===== src/design/srsw_pkg.sv =====
// srsw_pkg: types and constants shared by the selective repeat send window
// no dependencies
package srsw_pkg;

   localparam int CRC_BYTES  = 4;
   localparam int MAX_LEN    = 256;
   localparam int RESULT_CAP = 8;

   typedef enum logic [1:0] {
      KIND_RESERVE = 2'd0,
      KIND_STREAM  = 2'd1,
      KIND_ACK     = 2'd2,
      KIND_POLL    = 2'd3
   } kind_type;

   typedef enum logic {
      CSR_MAX_PACKET = 1'b0,
      CSR_RETX_AGE   = 1'b1
   } csr_index_type;

   typedef struct packed {
      logic [1:0]  kind;
      logic [15:0] payload_bytes;
      logic [7:0]  ack_seqnum;
   } req_type;

   typedef struct packed {
      logic       ok;
      logic [7:0] seqnum;
      logic [9:0] buffer_offset;
      logic [8:0] pkt_length;
      logic [8:0] payload_taken;
      logic       last;
   } rsp_type;

   typedef struct packed {
      logic [7:0] max_pkt_size;
      logic [7:0] retransmit_age;
   } csr_type;

   typedef enum logic [2:0] {
      ST_IDLE,
      ST_STREAM,
      ST_ACK_WALK,
      ST_POLL_WALK,
      ST_EMIT,
      ST_CLOSE
   } state_type;

endpackage


===== src/design/selective_repeat_send_window.sv =====
// selective_repeat_send_window: top level of the sender window bookkeeping
// depends on srsw_pkg, srsw_fifo, srsw_engine, srsw_out
//
//  channel | ports                           | handshake
//  request | req_push req_full req_data      | push && !full
//  result  | rsp_pop rsp_empty rsp_data      | pop && !empty
//  csr     | csr_valid csr_ready csr_index/d | valid && ready
//
// engine steps: reserve takes the request and hands over the result; stream hands over each packet, then closes;
// acknowledge at the window head and poll walk the window slot by slot before handing over
// a stream packet waits in the result queue until the next packet or the close
// synchronous reset clears window, ring pointers, age clock and valid bits
// a stalled result side holds the engine; the request queue holds two requests
module selective_repeat_send_window
   import srsw_pkg::*;
#(
   parameter int WINDOW_SLOTS        = 8,
   parameter int RING_BYTES          = 1024,
   parameter int HEADER_BYTES        = 4,
   parameter int STREAM_HEADER_BYTES = 6
) (
   input  logic       clock,
   input  logic       reset,
   input  logic       req_push,
   output logic       req_full,
   input  req_type    req_data,
   output logic       rsp_empty,
   input  logic       rsp_pop,
   output rsp_type    rsp_data,
   input  logic       csr_valid,
   output logic       csr_ready,
   input  logic       csr_index,
   input  logic [7:0] csr_data
);
   csr_type csr_ff;
   logic    q_empty, q_pop, e_valid, e_ready, e_close;
   req_type q_data;
   rsp_type e_data;

   assign csr_ready = 1'b1;

   always_ff @(posedge clock) begin
      if (reset) begin
         csr_ff.max_pkt_size   <= 8'd0;
         csr_ff.retransmit_age <= 8'd4;
      end else if (csr_valid && csr_ready) begin
         case (csr_index_type'(csr_index))
            CSR_MAX_PACKET: csr_ff.max_pkt_size   <= csr_data;
            CSR_RETX_AGE:   csr_ff.retransmit_age <= csr_data;
            default: ;
         endcase
      end
   end

   srsw_fifo #(.DEPTH(2)) u_fifo (
      .clock(clock), .reset(reset), .push(req_push), .push_data(req_data),
      .full(req_full), .pop(q_pop), .empty(q_empty), .pop_data(q_data));

   srsw_engine #(
      .WINDOW_SLOTS(WINDOW_SLOTS), .RING_BYTES(RING_BYTES),
      .HEADER_BYTES(HEADER_BYTES), .STREAM_HEADER_BYTES(STREAM_HEADER_BYTES)
   ) u_engine (
      .clock(clock), .reset(reset), .csr(csr_ff), .cmd_empty(q_empty),
      .cmd(q_data), .cmd_pop(q_pop), .out_valid(e_valid), .out_data(e_data),
      .out_ready(e_ready), .out_close(e_close));

   srsw_out u_out (
      .clock(clock), .reset(reset), .in_valid(e_valid), .in_data(e_data),
      .in_close(e_close), .in_ready(e_ready), .empty(rsp_empty),
      .data(rsp_data), .pop(rsp_pop));

`ifndef SYNTH
   a_pop_needs_item: assert property (@(posedge clock) disable iff (reset)
      q_pop |-> !q_empty) else $error("engine took a request from an empty queue");
   a_last_set: assert property (@(posedge clock) disable iff (reset)
      (!rsp_empty && !rsp_data.ok) |-> rsp_data.last)
      else $error("refusal without last");
   a_refuse_zero: assert property (@(posedge clock) disable iff (reset)
      (!rsp_empty && !rsp_data.ok) |-> (rsp_data.pkt_length == '0))
      else $error("refusal carries a length");
`endif
endmodule


===== src/design/srsw_fifo.sv =====
// srsw_fifo: small request queue between front and back
// depends on srsw_pkg
module srsw_fifo
   import srsw_pkg::*;
#(
   parameter int DEPTH = 2
) (
   input  logic    clock,
   input  logic    reset,
   input  logic    push,
   input  req_type push_data,
   output logic    full,
   input  logic    pop,
   output logic    empty,
   output req_type pop_data
);
   localparam int AW = (DEPTH > 1) ? $clog2(DEPTH) : 1;

   req_type        mem_ff [DEPTH];
   logic [AW-1:0]  wp_ff, wp_in, rp_ff, rp_in;
   logic [AW:0]    cnt_ff, cnt_in;

   assign full     = (cnt_ff == (AW+1)'(DEPTH));
   assign empty    = (cnt_ff == '0);
   assign pop_data = mem_ff[rp_ff];

   always_comb begin
      wp_in  = wp_ff;
      rp_in  = rp_ff;
      cnt_in = cnt_ff;
      if (push && !full) begin
         wp_in = (wp_ff == AW'(DEPTH-1)) ? '0 : wp_ff + 1'b1;
      end
      if (pop && !empty) begin
         rp_in = (rp_ff == AW'(DEPTH-1)) ? '0 : rp_ff + 1'b1;
      end
      if ((push && !full) && !(pop && !empty)) cnt_in = cnt_ff + 1'b1;
      else if (!(push && !full) && (pop && !empty)) cnt_in = cnt_ff - 1'b1;
   end

   always_ff @(posedge clock) begin
      if (reset) begin
         wp_ff  <= '0;
         rp_ff  <= '0;
         cnt_ff <= '0;
      end else begin
         wp_ff  <= wp_in;
         rp_ff  <= rp_in;
         cnt_ff <= cnt_in;
      end
      if (push && !full) mem_ff[wp_ff] <= push_data;
   end
endmodule


===== src/design/srsw_engine.sv =====
// srsw_engine: window and ring bookkeeping, one request at a time
// depends on srsw_pkg
module srsw_engine
   import srsw_pkg::*;
#(
   parameter int WINDOW_SLOTS        = 8,
   parameter int RING_BYTES          = 1024,
   parameter int HEADER_BYTES        = 4,
   parameter int STREAM_HEADER_BYTES = 6
) (
   input  logic    clock,
   input  logic    reset,
   input  csr_type csr,
   input  logic    cmd_empty,
   input  req_type cmd,
   output logic    cmd_pop,
   output logic    out_valid,
   output rsp_type out_data,
   input  logic    out_ready,
   output logic    out_close
);
   localparam int SW = $clog2(WINDOW_SLOTS);
   localparam int RW = $clog2(RING_BYTES) + 1;
   localparam int OVH = STREAM_HEADER_BYTES + CRC_BYTES;

   state_type state_ff, state_in;
   logic [7:0]    whead_ff, whead_in, wtail_ff, wtail_in, age_ff, age_in;
   logic [RW-1:0] rhead_ff, rhead_in, rtail_ff, rtail_in;
   logic [WINDOW_SLOTS-1:0] valid_ff, valid_in;
   logic          acked_ff [WINDOW_SLOTS];
   logic [RW-1:0] off_ff   [WINDOW_SLOTS];
   logic [8:0]    len_ff   [WINDOW_SLOTS];
   logic [7:0]    stamp_ff [WINDOW_SLOTS];
   logic [16:0]   remain_ff, remain_in;
   logic [3:0]    count_ff, count_in;
   logic [7:0]    walk_ff, walk_in;
   rsp_type       rsp_ff, rsp_in;
   logic          more_ff, more_in;

   // slot write controls
   logic          wr_en, wr_ack, wr_stamp;
   logic [SW-1:0] wr_idx, ack_idx, stamp_idx;
   logic [RW-1:0] wr_off;
   logic [8:0]    wr_len;

   logic [7:0]    used;
   logic          win_full;
   logic [RW-1:0] sp_off, sp_cap;
   logic [RW-1:0] sp_thr;
   logic          sp_ok;
   logic [8:0]    maxp;
   logic [RW-1:0] cap_lim;
   logic [16:0]   room, cur;
   logic [SW-1:0] wi;
   logic [7:0]    nxt;
   logic [16:0]   rlen;

   assign used     = wtail_ff - whead_ff;
   assign win_full = (used >= 8'(WINDOW_SLOTS));
   assign maxp     = (csr.max_pkt_size == 8'd0) ? 9'd256 : {1'b0, csr.max_pkt_size};
   assign out_valid = (state_ff == ST_EMIT);
   assign out_close = (state_ff == ST_CLOSE);
   assign out_data  = rsp_ff;
   assign rlen      = {1'b0, cmd.payload_bytes} + 17'(HEADER_BYTES + CRC_BYTES);
   // reserve asks for its own length, stream packets for the overhead plus one byte
   assign sp_thr    = (state_ff == ST_IDLE) ? RW'(rlen[8:0]) : RW'(OVH + 1);

   // contiguous space at the tail, with wrap to zero
   always_comb begin
      if (used == 8'd0) begin
         sp_off = '0;
         sp_cap = RW'(RING_BYTES);
      end else if (rhead_ff >= rtail_ff) begin
         sp_off = rtail_ff;
         sp_cap = rhead_ff - rtail_ff;
      end else if ((RW'(RING_BYTES) - rtail_ff) < sp_thr) begin
         sp_off = '0;
         sp_cap = rhead_ff;
      end else begin
         sp_off = rtail_ff;
         sp_cap = RW'(RING_BYTES) - rtail_ff;
      end
      sp_ok = (sp_cap >= sp_thr);
   end

   always_comb begin
      state_in  = state_ff;
      whead_in  = whead_ff;
      wtail_in  = wtail_ff;
      age_in    = age_ff;
      rhead_in  = rhead_ff;
      rtail_in  = rtail_ff;
      valid_in  = valid_ff;
      remain_in = remain_ff;
      count_in  = count_ff;
      walk_in   = walk_ff;
      rsp_in    = rsp_ff;
      more_in   = more_ff;
      cmd_pop   = 1'b0;
      wr_en     = 1'b0;
      wr_ack    = 1'b0;
      wr_stamp  = 1'b0;
      wr_idx    = wtail_ff[SW-1:0];
      ack_idx   = cmd.ack_seqnum[SW-1:0];
      stamp_idx = walk_ff[SW-1:0];
      wr_off    = sp_off;
      wr_len    = '0;
      cap_lim   = '0;
      room      = '0;
      cur       = '0;
      wi        = walk_ff[SW-1:0];
      nxt       = walk_ff + 8'd1;
      case (state_ff)
         ST_IDLE: begin
            if (!cmd_empty) begin
               cmd_pop = 1'b1;
               rsp_in  = '0;
               rsp_in.last = 1'b1;
               more_in = 1'b0;
               case (kind_type'(cmd.kind))
                  KIND_RESERVE: begin
                     if (used == 8'd0) begin
                        rhead_in = '0;
                        rtail_in = '0;
                     end
                     if (!win_full && rlen <= 17'(MAX_LEN) && sp_ok) begin
                        wr_en  = 1'b1;
                        wr_len = rlen[8:0];
                        rtail_in = (sp_off + RW'(rlen[8:0]) >= RW'(RING_BYTES)) ? '0
                                   : sp_off + RW'(rlen[8:0]);
                        wtail_in = wtail_ff + 8'd1;
                        rsp_in.ok = 1'b1;
                        rsp_in.seqnum = wtail_ff;
                        rsp_in.buffer_offset = 10'(sp_off);
                        rsp_in.pkt_length = rlen[8:0];
                     end
                     state_in = ST_EMIT;
                  end
                  KIND_STREAM: begin
                     remain_in = {1'b0, cmd.payload_bytes};
                     count_in  = '0;
                     state_in  = ST_STREAM;
                  end
                  KIND_ACK: begin
                     if (valid_ff[cmd.ack_seqnum[SW-1:0]]) begin
                        wr_ack = 1'b1;
                        rsp_in.ok = 1'b1;
                        if (cmd.ack_seqnum == whead_ff) begin
                           walk_in  = cmd.ack_seqnum;
                           state_in = ST_ACK_WALK;
                        end else begin
                           state_in = ST_EMIT;
                        end
                     end else begin
                        state_in = ST_EMIT;
                     end
                  end
                  default: begin
                     walk_in = whead_ff;
                     state_in = (used == 8'd0) ? ST_EMIT : ST_POLL_WALK;
                  end
               endcase
            end
         end
         ST_STREAM: begin
            // one packet per visit; the next is taken only after this one is handed over
            if (used == 8'd0) begin
               rhead_in = '0;
               rtail_in = '0;
            end
            cap_lim = (sp_cap > RW'(maxp)) ? RW'(maxp) : sp_cap;
            room    = 17'(cap_lim) - 17'(OVH);
            if (remain_ff == '0 || count_ff == 4'(RESULT_CAP) || win_full || !sp_ok
                || cap_lim <= RW'(OVH)) begin
               if (count_ff == '0) begin
                  rsp_in = '0;
                  rsp_in.last = 1'b1;
                  more_in = 1'b0;
                  state_in = ST_EMIT;
               end else begin
                  state_in = ST_CLOSE;
               end
            end else begin
               cur = (remain_ff < room) ? remain_ff : room;
               wr_en  = 1'b1;
               wr_len = 9'(cur + 17'(OVH));
               rtail_in = (sp_off + RW'(wr_len) >= RW'(RING_BYTES)) ? '0
                          : sp_off + RW'(wr_len);
               wtail_in = wtail_ff + 8'd1;
               remain_in = remain_ff - cur;
               count_in  = count_ff + 4'd1;
               rsp_in.ok = 1'b1;
               rsp_in.seqnum = wtail_ff;
               rsp_in.buffer_offset = 10'(sp_off);
               rsp_in.pkt_length = wr_len;
               rsp_in.payload_taken = 9'(cur);
               // last is set by the result queue when the stream closes
               rsp_in.last = 1'b0;
               more_in = 1'b1;
               state_in = ST_EMIT;
            end
         end
         ST_ACK_WALK: begin
            valid_in[wi] = 1'b0;
            whead_in = nxt;
            walk_in  = nxt;
            if (nxt == wtail_ff) begin
               rhead_in = '0;
               rtail_in = '0;
               state_in = ST_EMIT;
            end else begin
               rhead_in = off_ff[nxt[SW-1:0]];
               if (!acked_ff[nxt[SW-1:0]]) state_in = ST_EMIT;
            end
         end
         ST_POLL_WALK: begin
            if (valid_ff[wi] && !acked_ff[wi]
                && (age_ff - stamp_ff[wi]) >= csr.retransmit_age) begin
               wr_stamp = 1'b1;
               rsp_in.ok = 1'b1;
               rsp_in.seqnum = walk_ff;
               rsp_in.buffer_offset = 10'(off_ff[wi]);
               rsp_in.pkt_length = len_ff[wi];
               state_in = ST_EMIT;
            end else begin
               walk_in = nxt;
               if (nxt == wtail_ff) begin
                  age_in = age_ff + 8'd1;
                  state_in = ST_EMIT;
               end
            end
         end
         ST_EMIT: begin
            if (out_ready) state_in = more_ff ? ST_STREAM : ST_IDLE;
         end
         ST_CLOSE: begin
            if (out_ready) state_in = ST_IDLE;
         end
         default: state_in = ST_IDLE;
      endcase
   end

   always_ff @(posedge clock) begin
      if (reset) begin
         state_ff <= ST_IDLE;
         whead_ff <= '0;
         wtail_ff <= '0;
         age_ff   <= '0;
         rhead_ff <= '0;
         rtail_ff <= '0;
         valid_ff <= '0;
         more_ff  <= 1'b0;
      end else begin
         state_ff <= state_in;
         whead_ff <= whead_in;
         wtail_ff <= wtail_in;
         age_ff   <= age_in;
         rhead_ff <= rhead_in;
         rtail_ff <= rtail_in;
         valid_ff <= wr_en ? (valid_in | (WINDOW_SLOTS'(1) << wr_idx)) : valid_in;
         more_ff  <= more_in;
      end
      remain_ff <= remain_in;
      count_ff  <= count_in;
      walk_ff   <= walk_in;
      rsp_ff    <= rsp_in;
      if (wr_en) begin
         acked_ff[wr_idx] <= 1'b0;
         off_ff[wr_idx]   <= wr_off;
         len_ff[wr_idx]   <= wr_len;
         stamp_ff[wr_idx] <= age_ff;
      end
      if (wr_ack) acked_ff[ack_idx] <= 1'b1;
      if (wr_stamp) stamp_ff[stamp_idx] <= age_ff;
   end
endmodule


===== src/design/srsw_out.sv =====
// srsw_out: result queue with stream last-flag fixup
// depends on srsw_pkg
module srsw_out
   import srsw_pkg::*;
(
   input  logic    clock,
   input  logic    reset,
   input  logic    in_valid,
   input  rsp_type in_data,
   input  logic    in_close,
   output logic    in_ready,
   output logic    empty,
   output rsp_type data,
   input  logic    pop
);
   // one held stream packet: sent once the next one or the close arrives
   rsp_type hold_ff, hold_in;
   rsp_type out_ff, out_in;
   logic    hold_v_ff, hold_v_in, out_v_ff, out_v_in;
   logic    out_free;

   assign empty    = !out_v_ff;
   assign data     = out_ff;
   assign out_free = !out_v_ff || pop;
   assign in_ready = out_free || (!hold_v_ff && !in_data.last);

   always_comb begin
      hold_in   = hold_ff;
      hold_v_in = hold_v_ff;
      out_in    = out_ff;
      out_v_in  = out_v_ff && !pop;
      if (in_close && hold_v_ff && out_free) begin
         out_in      = hold_ff;
         out_in.last = 1'b1;
         out_v_in    = 1'b1;
         hold_v_in   = 1'b0;
      end else if (in_valid && in_ready) begin
         if (in_data.last) begin
            out_in   = in_data;
            out_v_in = 1'b1;
         end else begin
            if (hold_v_ff) begin
               out_in   = hold_ff;
               out_v_in = 1'b1;
            end
            hold_in   = in_data;
            hold_v_in = 1'b1;
         end
      end
   end

   always_ff @(posedge clock) begin
      if (reset) begin
         hold_v_ff <= 1'b0;
         out_v_ff  <= 1'b0;
      end else begin
         hold_v_ff <= hold_v_in;
         out_v_ff  <= out_v_in;
      end
      hold_ff <= hold_in;
      out_ff  <= out_in;
   end
endmodule


===== config.mk =====
export PLATFORM = sky130hd
export DESIGN_NAME = selective_repeat_send_window
export DESIGN_NICKNAME = d
export VERILOG_FILES = /design/src/design/srsw_pkg.sv /design/src/design/selective_repeat_send_window.sv /design/src/design/srsw_fifo.sv /design/src/design/srsw_engine.sv /design/src/design/srsw_out.sv
export SDC_FILE = /design/constraint.sdc
export NUM_CORES = 1
export LEC_CHECK = 0
export BUFFER_PORTS_ARGS = -buffer_cell sky130_fd_sc_hd__buf_4
export CAP_MARGIN = 20
export CORE_ASPECT_RATIO = 1.4
export CORE_MARGIN = 5
export CORE_UTILIZATION = 37
export CTS_CLUSTER_DIAMETER = 150
export CTS_CLUSTER_SIZE = 14
export DETAILED_ROUTE_END_ITERATION = 16
export GPL_TIMING_DRIVEN = 0
export SETUP_SLACK_MARGIN = 0.2
export SYNTH_ARGS = -nofsm -noshare
export SYNTH_HDL_FRONTEND = slang
export SYNTH_SLANG_ARGS = --single-unit

===== constraint.sdc =====
create_clock -name clock -period 14 [get_ports clock]
set_input_delay 3.5 -clock clock [delete_from_list [all_inputs] [get_ports clock]]
set_output_delay 3.5 -clock clock [all_outputs]
set_load 0.02 [all_outputs]

==> results.ini, run 1 <==
[setup_path]
reg2reg_to=u_engine.rtail_ff[4]
cp_slowest_cell=a2111oi_1
rr_worst_depth=60
cp-end-kind=flop
worstPathArrival_ps=13780
critPathMaxFanout=10
start_kind=flop
crit_top_cell=ha_1
rrSetupSlack_ps=710
slowest_delay_ps=410
critical_path_class=flop to flop
required_ps=14500

[floorplanning]
dieArea_sq_mm=0.07807
start_util_pct=37.42
die_w_microns=237.6
rows=116
fp.coreArea_sq_mm=0.07170
ios=81
die_h_microns=328.6

[synth]
synthDistinctLibCells=99
synth_top_family_by_area=compound AO/OA/AOI/OAI gates
synth-edff-count=425
synthesis.nets=2393
ys_async_sr_fraction_pct=0
synth_cells=2224
synth_xor_area_share_pct=3.363
synth_mux_area_share_pct=10.71
synth_ff_type=edfxtp_1
avgSynthCellArea_sq_um=12.06
synth_seq_cells=510
ys.warnings.count=0
ys_seq_area_share_pct=53.91
synth-simple-area-share_pct=10.59
synth_compound_area_share_pct=12.07
syn_area_sq_mm=0.02683
synthAdderAreaFrac_pct=6.156

[route]
antenna_left=0
drc=0
dr.first_iter.drc_count=1502
wl_per_cell_microns=23.30
firstDrtPassIters=6
num_vias=18780
vias_per_cell=5.598
wl_microns=78180

[place]
hpwl_microns=59740
portBuffers=79
numPlacedInstances=3272
gp_congestion=0.9330
place_ws_ps=-2022

[timing]
setup_slack_ps=714.2
grt_setup_unrepaired=no
setup-violations-final=0
clock_skew_ps=39.82
worst_slew_pin_slew_ps=1181
timing.final.crit_share_pct=94.90
slew_viol_final=0
slew-limit-headroom_pct=21.30
hold_violations=0
fmax_mhz=75.27
layout_min_cycle_time_ps=13290

[global_routing]
grt-ovfl-total=0
antenna_found_initial=0
grt_pass1_vias=19130
grt_first_pass_wirelength_microns=117300
grt_max_degree=28
grt_usage_pct=19.49

[final_layout]
synthToLayoutAreaGrowth_pct=13.68
layout_common_cells=425 x edfxtp_1, 223 x nand2_1, 153 x nor2_1
diodes=0
drive_gt1_share_pct=15.39
layoutNonFillerInstCount=3355
nNetsFinal=2546
final_common_cell=edfxtp_1
utilization_pct=42.54

[clock_network]
clkTransAtPathRegs_ps=70
htreeDepth=2
cts.sinks=510
cts_made_buffers=42
cts_tree=yes
cts_buffer_depth=3
insertion_delay_ps=630
cts_root_buf=clkbuf_16

[run]
maxCapViolations=0

[worst_hold_path]
holdPathEnd=u_out.hold_ff[4]
hold_path_depth=0
hold_class=flop to flop
worstHoldStart=u_engine.out_data[4]

[status]
status=finished clean

routing by layer:
layer  part of all wire [%]  vias to the layer above  global-route usage (%)
li1                       -                     8650                       -
met1                     38                     9356                   22.43
met2                     52                      598                   36.13
met3                    4.8                      177                   2.466
met4                    5.1                        0                   8.574
met5                      0                        -                       0
area by class of cell:
class	instances	area, sq um
plain buffers	100	457.9
clock buffers	74	1171
clock inverters	4	98.84
fillers	6708	41200
inverters	111	421.7
multi-input cells	1503	11750
flip-flops and latches	510	14470
well taps	944	1181
repair buffers	109	953.4
Yosys cell counts, drive strengths merged, types with 37 or more instances:
cell    number  area (sq um)
ha         124          1551
o21ai      110         561.8
a21oi      158         828.3
mux4        84          1892
buf         37         196.4
nand2      226         855.8
xnor2       60         525.5
nor2       161         620.6
edfxtp     425         12760
clkbuf      63         236.5
inv        111         421.7
nor3        38         200.2
mux2i       60         633.1
dfxtp       85          1702
xor2        43         376.6
worst max-delay path: cells and delay by family, from the launching register on:
| family | cells | cell delay (ps) |
|---|---|---|
| DFF | 1 | 390 |
| AOI/OAI and AO/OA | 22 | 5010 |
| and+or+nand+nor | 19 | 3120 |
| buffers and inverters | 10 | 1900 |
| xor gates and xnor gates | 1 | 220 |
| muxes | 1 | 220 |
| adders and majority gates | 7 | 2250 |
cell families after synthesis:
family / count (synthesis)
AOI/OAI and AO/OA: 490
other: 1
xor gates and xnor gates: 103
buffers and inverters: 211
and+or+nand+nor: 606
DFF: 510
muxes: 174
adders and majority gates: 129
registers in the layout (all words and copies together) (netlist names), 11 cells and up, named ones only:
register	cells
u_out.data	38
csr_ff	16
u_fifo.mem_ff	52
u_out.hold_ff	37
u_engine.off_ff	88
u_engine.remain_ff	17
u_engine.out_data	38
u_engine.len_ff	72
u_engine.rtail_ff	11
u_engine.stamp_ff	64
u_engine.rhead_ff	11
per-stage QoR:
step	cell area [sq um]	TNS, ps	hold WS [ps]
finish	30500	0	443.5
floorplan	26830	0	426.2
global route	30500	0	469.8
global placement	28600	-21040	434.3
detailed placement	29010	-22890	435.8
CTS	30380	0	438.7
worst max path at each step:
| stage | startpoint | endpoint |
|---|---|---|
| after floorplan | flop | u_engine.rtail_ff[3] |
| after global placement | flop | u_engine.rtail_ff[3] |
| after detailed placement | flop | u_engine.rtail_ff[3] |
| after CTS | flop | u_engine.rtail_ff[8] |
| after global routing | flop | u_engine.rtail_ff[4] |
| final | flop | u_engine.rtail_ff[4] |
what timing repair did:
item / in CTS / in global routing
gates resized for setup: 25 / 20
buffers inserted: 0 / 1
pin swaps: 1 / 2
hold buffers: 0 / 0
endpoints found under the setup margin: 36 / 14
Power of run 1 is left out: the tool's default activity adds up to more than one toggle a clock period on the data nets, which glitch-free logic cannot reach.
==> inputs of run 2 (changes only) <==
Clock period 14 ns to 15.4 ns, I/O delays scaled along.
==> run 2 against run 1 <==
Clock skew grew 6.7 ps. Wire length grew 0.12%. Largest cell class unchanged. Sequential cell count is the same. Global-route usage is essentially flat. Critical path depth shrank 1. Worst hold slack is essentially flat. Cell area shrank 0.41%.
==> results.ini, run 2 (synthesis gave the netlist of run 1 again) <==
[status]
status=finished clean

[run]
maxCapViolations=0

[route]
firstDrtPassIters=5
top_layer=met4
met1_length_microns=29680
wl_per_cell_microns=23.34
wl_met3_microns=3792
vias_per_cell=5.603
antenna_left=0
wl_microns=78270
num_vias=18790
drc=0
dr.first_iter.drc_count=1351
route.met2.wl_microns=41030

[timing]
hold_violations=0
slew-limit-headroom_pct=22.07
hold_slack_ps=443.7
setup-violations-final=0
fmax_mhz=69.14
grt_setup_unrepaired=no
worst_slew_pin_slew_ps=1169
layout_min_cycle_time_ps=14460
timing.final.crit_share_pct=93.92
setup_slack_ps=936.0
clock_skew_ps=46.49
slew_viol_final=0

[clock_network]
cts_root_buf=clkbuf_16
insertion_delay_ps=640
cts_buffer_depth=3
post_cts_buffers=0
cts_made_buffers=42
cts_tree=yes
cts.sinks=510
clkTransAtPathRegs_ps=100
htreeDepth=2

[final_layout]
regMostFlops=u_engine.off_ff
drive_gt1_share_pct=14.81
layout_common_cells=425 x edfxtp_1, 223 x nand2_1, 154 x nor2_1
synthToLayoutAreaGrowth_pct=13.22
reg_top3=u_engine.off_ff (88), u_engine.len_ff (72), u_engine.stamp_ff (64)
largest_reg_flops=88
final_common_cell=edfxtp_1
diodes=0
nNetsFinal=2545

[global_routing]
grt_first_pass_wirelength_microns=117200
grt_usage_pct=19.49
grt_max_degree=28
grt-ovfl-total=0
grt_pass1_vias=19100
antenna_found_initial=0

[setup_path]
critical_path_class=flop to flop
slowest_delay_ps=430
critPathTopFamily=compound AO/OA/AOI/OAI gates
required_ps=15950
start_kind=flop
cp-end-kind=flop
crit_top_cell=ha_1
cp.buffers_inverters=8
critPathMaxFanout=10
cp_slowest_cell=dfxtp_1
worstPathArrival_ps=15010

[place]
portBuffers=79
hpwl_microns=59740
place_ws_ps=-621.9
gp_congestion=0.9330

[floorplanning]
die_w_microns=237.6
ios=81
dieArea_sq_mm=0.07807
die_h_microns=328.6
fp.coreArea_sq_mm=0.07170
start_util_pct=37.42
rows=116

[worst_hold_path]
hold_class=flop to flop

-- run 2: cell types whose count changed in the layout (fill, tap and decap cells not counted), sizes merged --
cell and change:
clkbuf +2, buf -3
-- run 2: worst paths after layout --
kind	from	to	slack (ps)	depth (start not counted)
worst min-delay path	u_engine.out_data[4]	u_out.hold_ff[4]	440	0
worst max-delay path	flop	u_engine.rtail_ff[8]	940	59
worst min register to register	u_engine.out_data[4]	u_out.hold_ff[4]	440	0
worst max register to register	flop	u_engine.rtail_ff[8]	940	59
-- run 2: area by class of cell --
class	instances	area, sq um
sequential	510	14460
clock buffer	74	1171
timing repair buffer	108	945.9
tap	944	1181
fill	6720	41320
clock inverter	4	98.84
multi-input combinational	1503	11650
inverter	111	421.7
buffer	100	444.2
-- run 2: metrics by stage --
stage	TNS, ps	cell area (sq um)	cells	utilization (%)
3_3_place_gp	-4265	28600	3247	39.89
2_1_floorplan	0	26830	2224	-
5_1_grt	0	30380	3354	42.37
4_1_cts	0	30300	3350	42.27
3_5_place_dp	-5392	29010	3272	40.46
6_report	0	30380	3354	42.37
-- run 2: layer usage --
layer  up-vias  track usage, %
li1       8656               -
met1      9414           22.51
met2       559           36.30
met3       165           2.365
met4         0           8.185
met5         -               0
-- run 2: what timing repair did --
action	in CTS	in global routing
gates resized for setup	6	13
setup endpoints to repair	10	12
hold buffers	0	0
Power of run 2 is left out for the same reason.
==> inputs of run 3 (changes only) <==
Settings changed: SETUP_SLACK_MARGIN 0.2 to unset.
Clock period 15.4 ns to 14.4 ns, I/O delays scaled along.
==> run 3 against run 2 <==
Sequential cell count is the same. Cell area increased by 0.28%. Via count grew 0.14%. Worst hold slack improved by 1.2 ps. Clock skew down 2.2 ps. Sequential share of layout area down 0.13 points. Non-clock buffer count increased by 1. Register-to-register slack got worse by 270 ps. Global-route usage barely moved. Critical path depth stayed put. Final cell count barely moved. Wire length hardly changed. Highest routed layer unchanged.
==> results.ini, run 3 (synthesis gave the netlist of run 1 again) <==
[global_routing]
antenna_found_initial=0
grt-ovfl-total=0
grt_usage_pct=19.50
grt_first_pass_wirelength_microns=117200
grt_max_degree=28
grt_pass1_vias=19110

[timing]
clock_skew_ps=44.26
slew_viol_final=0
grt_setup_unrepaired=no
setup-violations-final=0
setup_slack_ps=663.9
worst_slew_pin_slew_ps=1164
hold_slack_ps=444.9
layout_min_cycle_time_ps=13740
timing.final.crit_share_pct=95.39
fmax_mhz=72.80
slew-limit-headroom_pct=22.42
hold_violations=0

[route]
firstDrtPassIters=6
antenna_left=0
wl_microns=78310
drc=0
num_vias=18820
wl_per_cell_microns=23.34
vias_per_cell=5.610
dr.first_iter.drc_count=1498

[setup_path]
crit_top_cell=ha_1
required_ps=14950
critPathMaxFanout=10
start_kind=flop
cp_slowest_cell=dfxtp_1
cp-end-kind=flop
critical_path_class=flop to flop
worstPathArrival_ps=14280
slowest_delay_ps=430

[floorplanning]
rows=116
start_util_pct=37.42
die_h_microns=328.6
ios=81
fp.coreArea_sq_mm=0.07170
die_w_microns=237.6
dieArea_sq_mm=0.07807

[place]
place_ws_ps=-1622
hpwl_microns=59740
portBuffers=79
gp_congestion=0.9330

[clock_network]
cts_made_buffers=42
insertion_delay_ps=640
cts_tree=yes
ctsHoldBuffers=0
cts_root_buf=clkbuf_16
htreeDepth=2
clkTransAtPathRegs_ps=70
cts.sinks=510
cts_buffer_depth=3

[final_layout]
multi_input_area_sq_mm=0.01172
final_common_cell=edfxtp_1
regMostFlops=u_engine.off_ff
layout_common_cells=425 x edfxtp_1, 223 x nand2_1, 153 x nor2_1
reg_top3=u_engine.off_ff (88), u_engine.len_ff (72), u_engine.stamp_ff (64)
synthToLayoutAreaGrowth_pct=13.54
utilization_pct=42.49
nNetsFinal=2546
seq_area_sq_mm=0.01446
fillers=6713
drive_gt1_share_pct=15.18
diodes=0
largest_reg_flops=88

[worst_hold_path]
hold_class=flop to flop

[run]
maxCapViolations=0

[status]
status=finished clean

run 3: repair_timing:
action | in CTS | in global routing
hold endpoints to repair | 0 | 0
setup endpoints to repair | 16 | 13
buffers inserted | 0 | 1
gates resized for setup | 16 | 18
pin swaps | 0 | 2
run 3: per-stage QoR:
step           setup TNS (ps)  area [sq um]  instances
2_1_floorplan               0         26830       2224
3_3_place_gp           -14930         28600       3247
3_5_place_dp           -16480         29010       3272
4_1_cts                     0         30350       3350
5_1_grt                     0         30460       3355
6_report                    0         30460       3355
run 3: path summary, 6_finish.rpt:
kind | slack (ps) | depth (start not counted) | from | to
setup / recovery | 660 | 59 | flop | u_engine.rtail_ff[4]
hold / removal | 440 | 0 | u_engine.out_data[4] | u_out.hold_ff[4]
setup reg to reg | 660 | 59 | flop | u_engine.rtail_ff[4]
hold reg to reg | 440 | 0 | u_engine.out_data[4] | u_out.hold_ff[4]
run 3: worst max-delay path: cells and delay by family (launching register included):
family | cells | cell delay, ps
fa+ha+maj | 7 | 2340
buf+inv | 9 | 1970
compound gates | 22 | 4960
mux | 2 | 600
flops | 1 | 430
simple gates | 18 | 3110
xor+xnor | 1 | 220
run 3: cell type report:
class | count | share of cell area [%]
flip-flops and latches | 510 | 47.48
multi-input cells | 1503 | 38.48
well taps | 944 | 3.877
clock buffers | 74 | 3.845
repair buffers | 109 | 3.130
plain buffers | 100 | 1.475
inverters | 111 | 1.384
clock inverters | 4 | 0.3245
run 3: per-layer routing:
metal | wire length (microns) | part of all wire [%] | up-vias | global-route usage, %
met2 | 40990 | 52 | 642 | 36.15
met3 | 4033 | 5.2 | 152 | 2.424
met1 | 29560 | 38 | 9370 | 22.48
li1 | - | - | 8657 | -
met4 | 3721 | 4.8 | 0 | 8.499
met5 | 0 | 0 | - | 0
Power of run 3 is left out for the same reason.
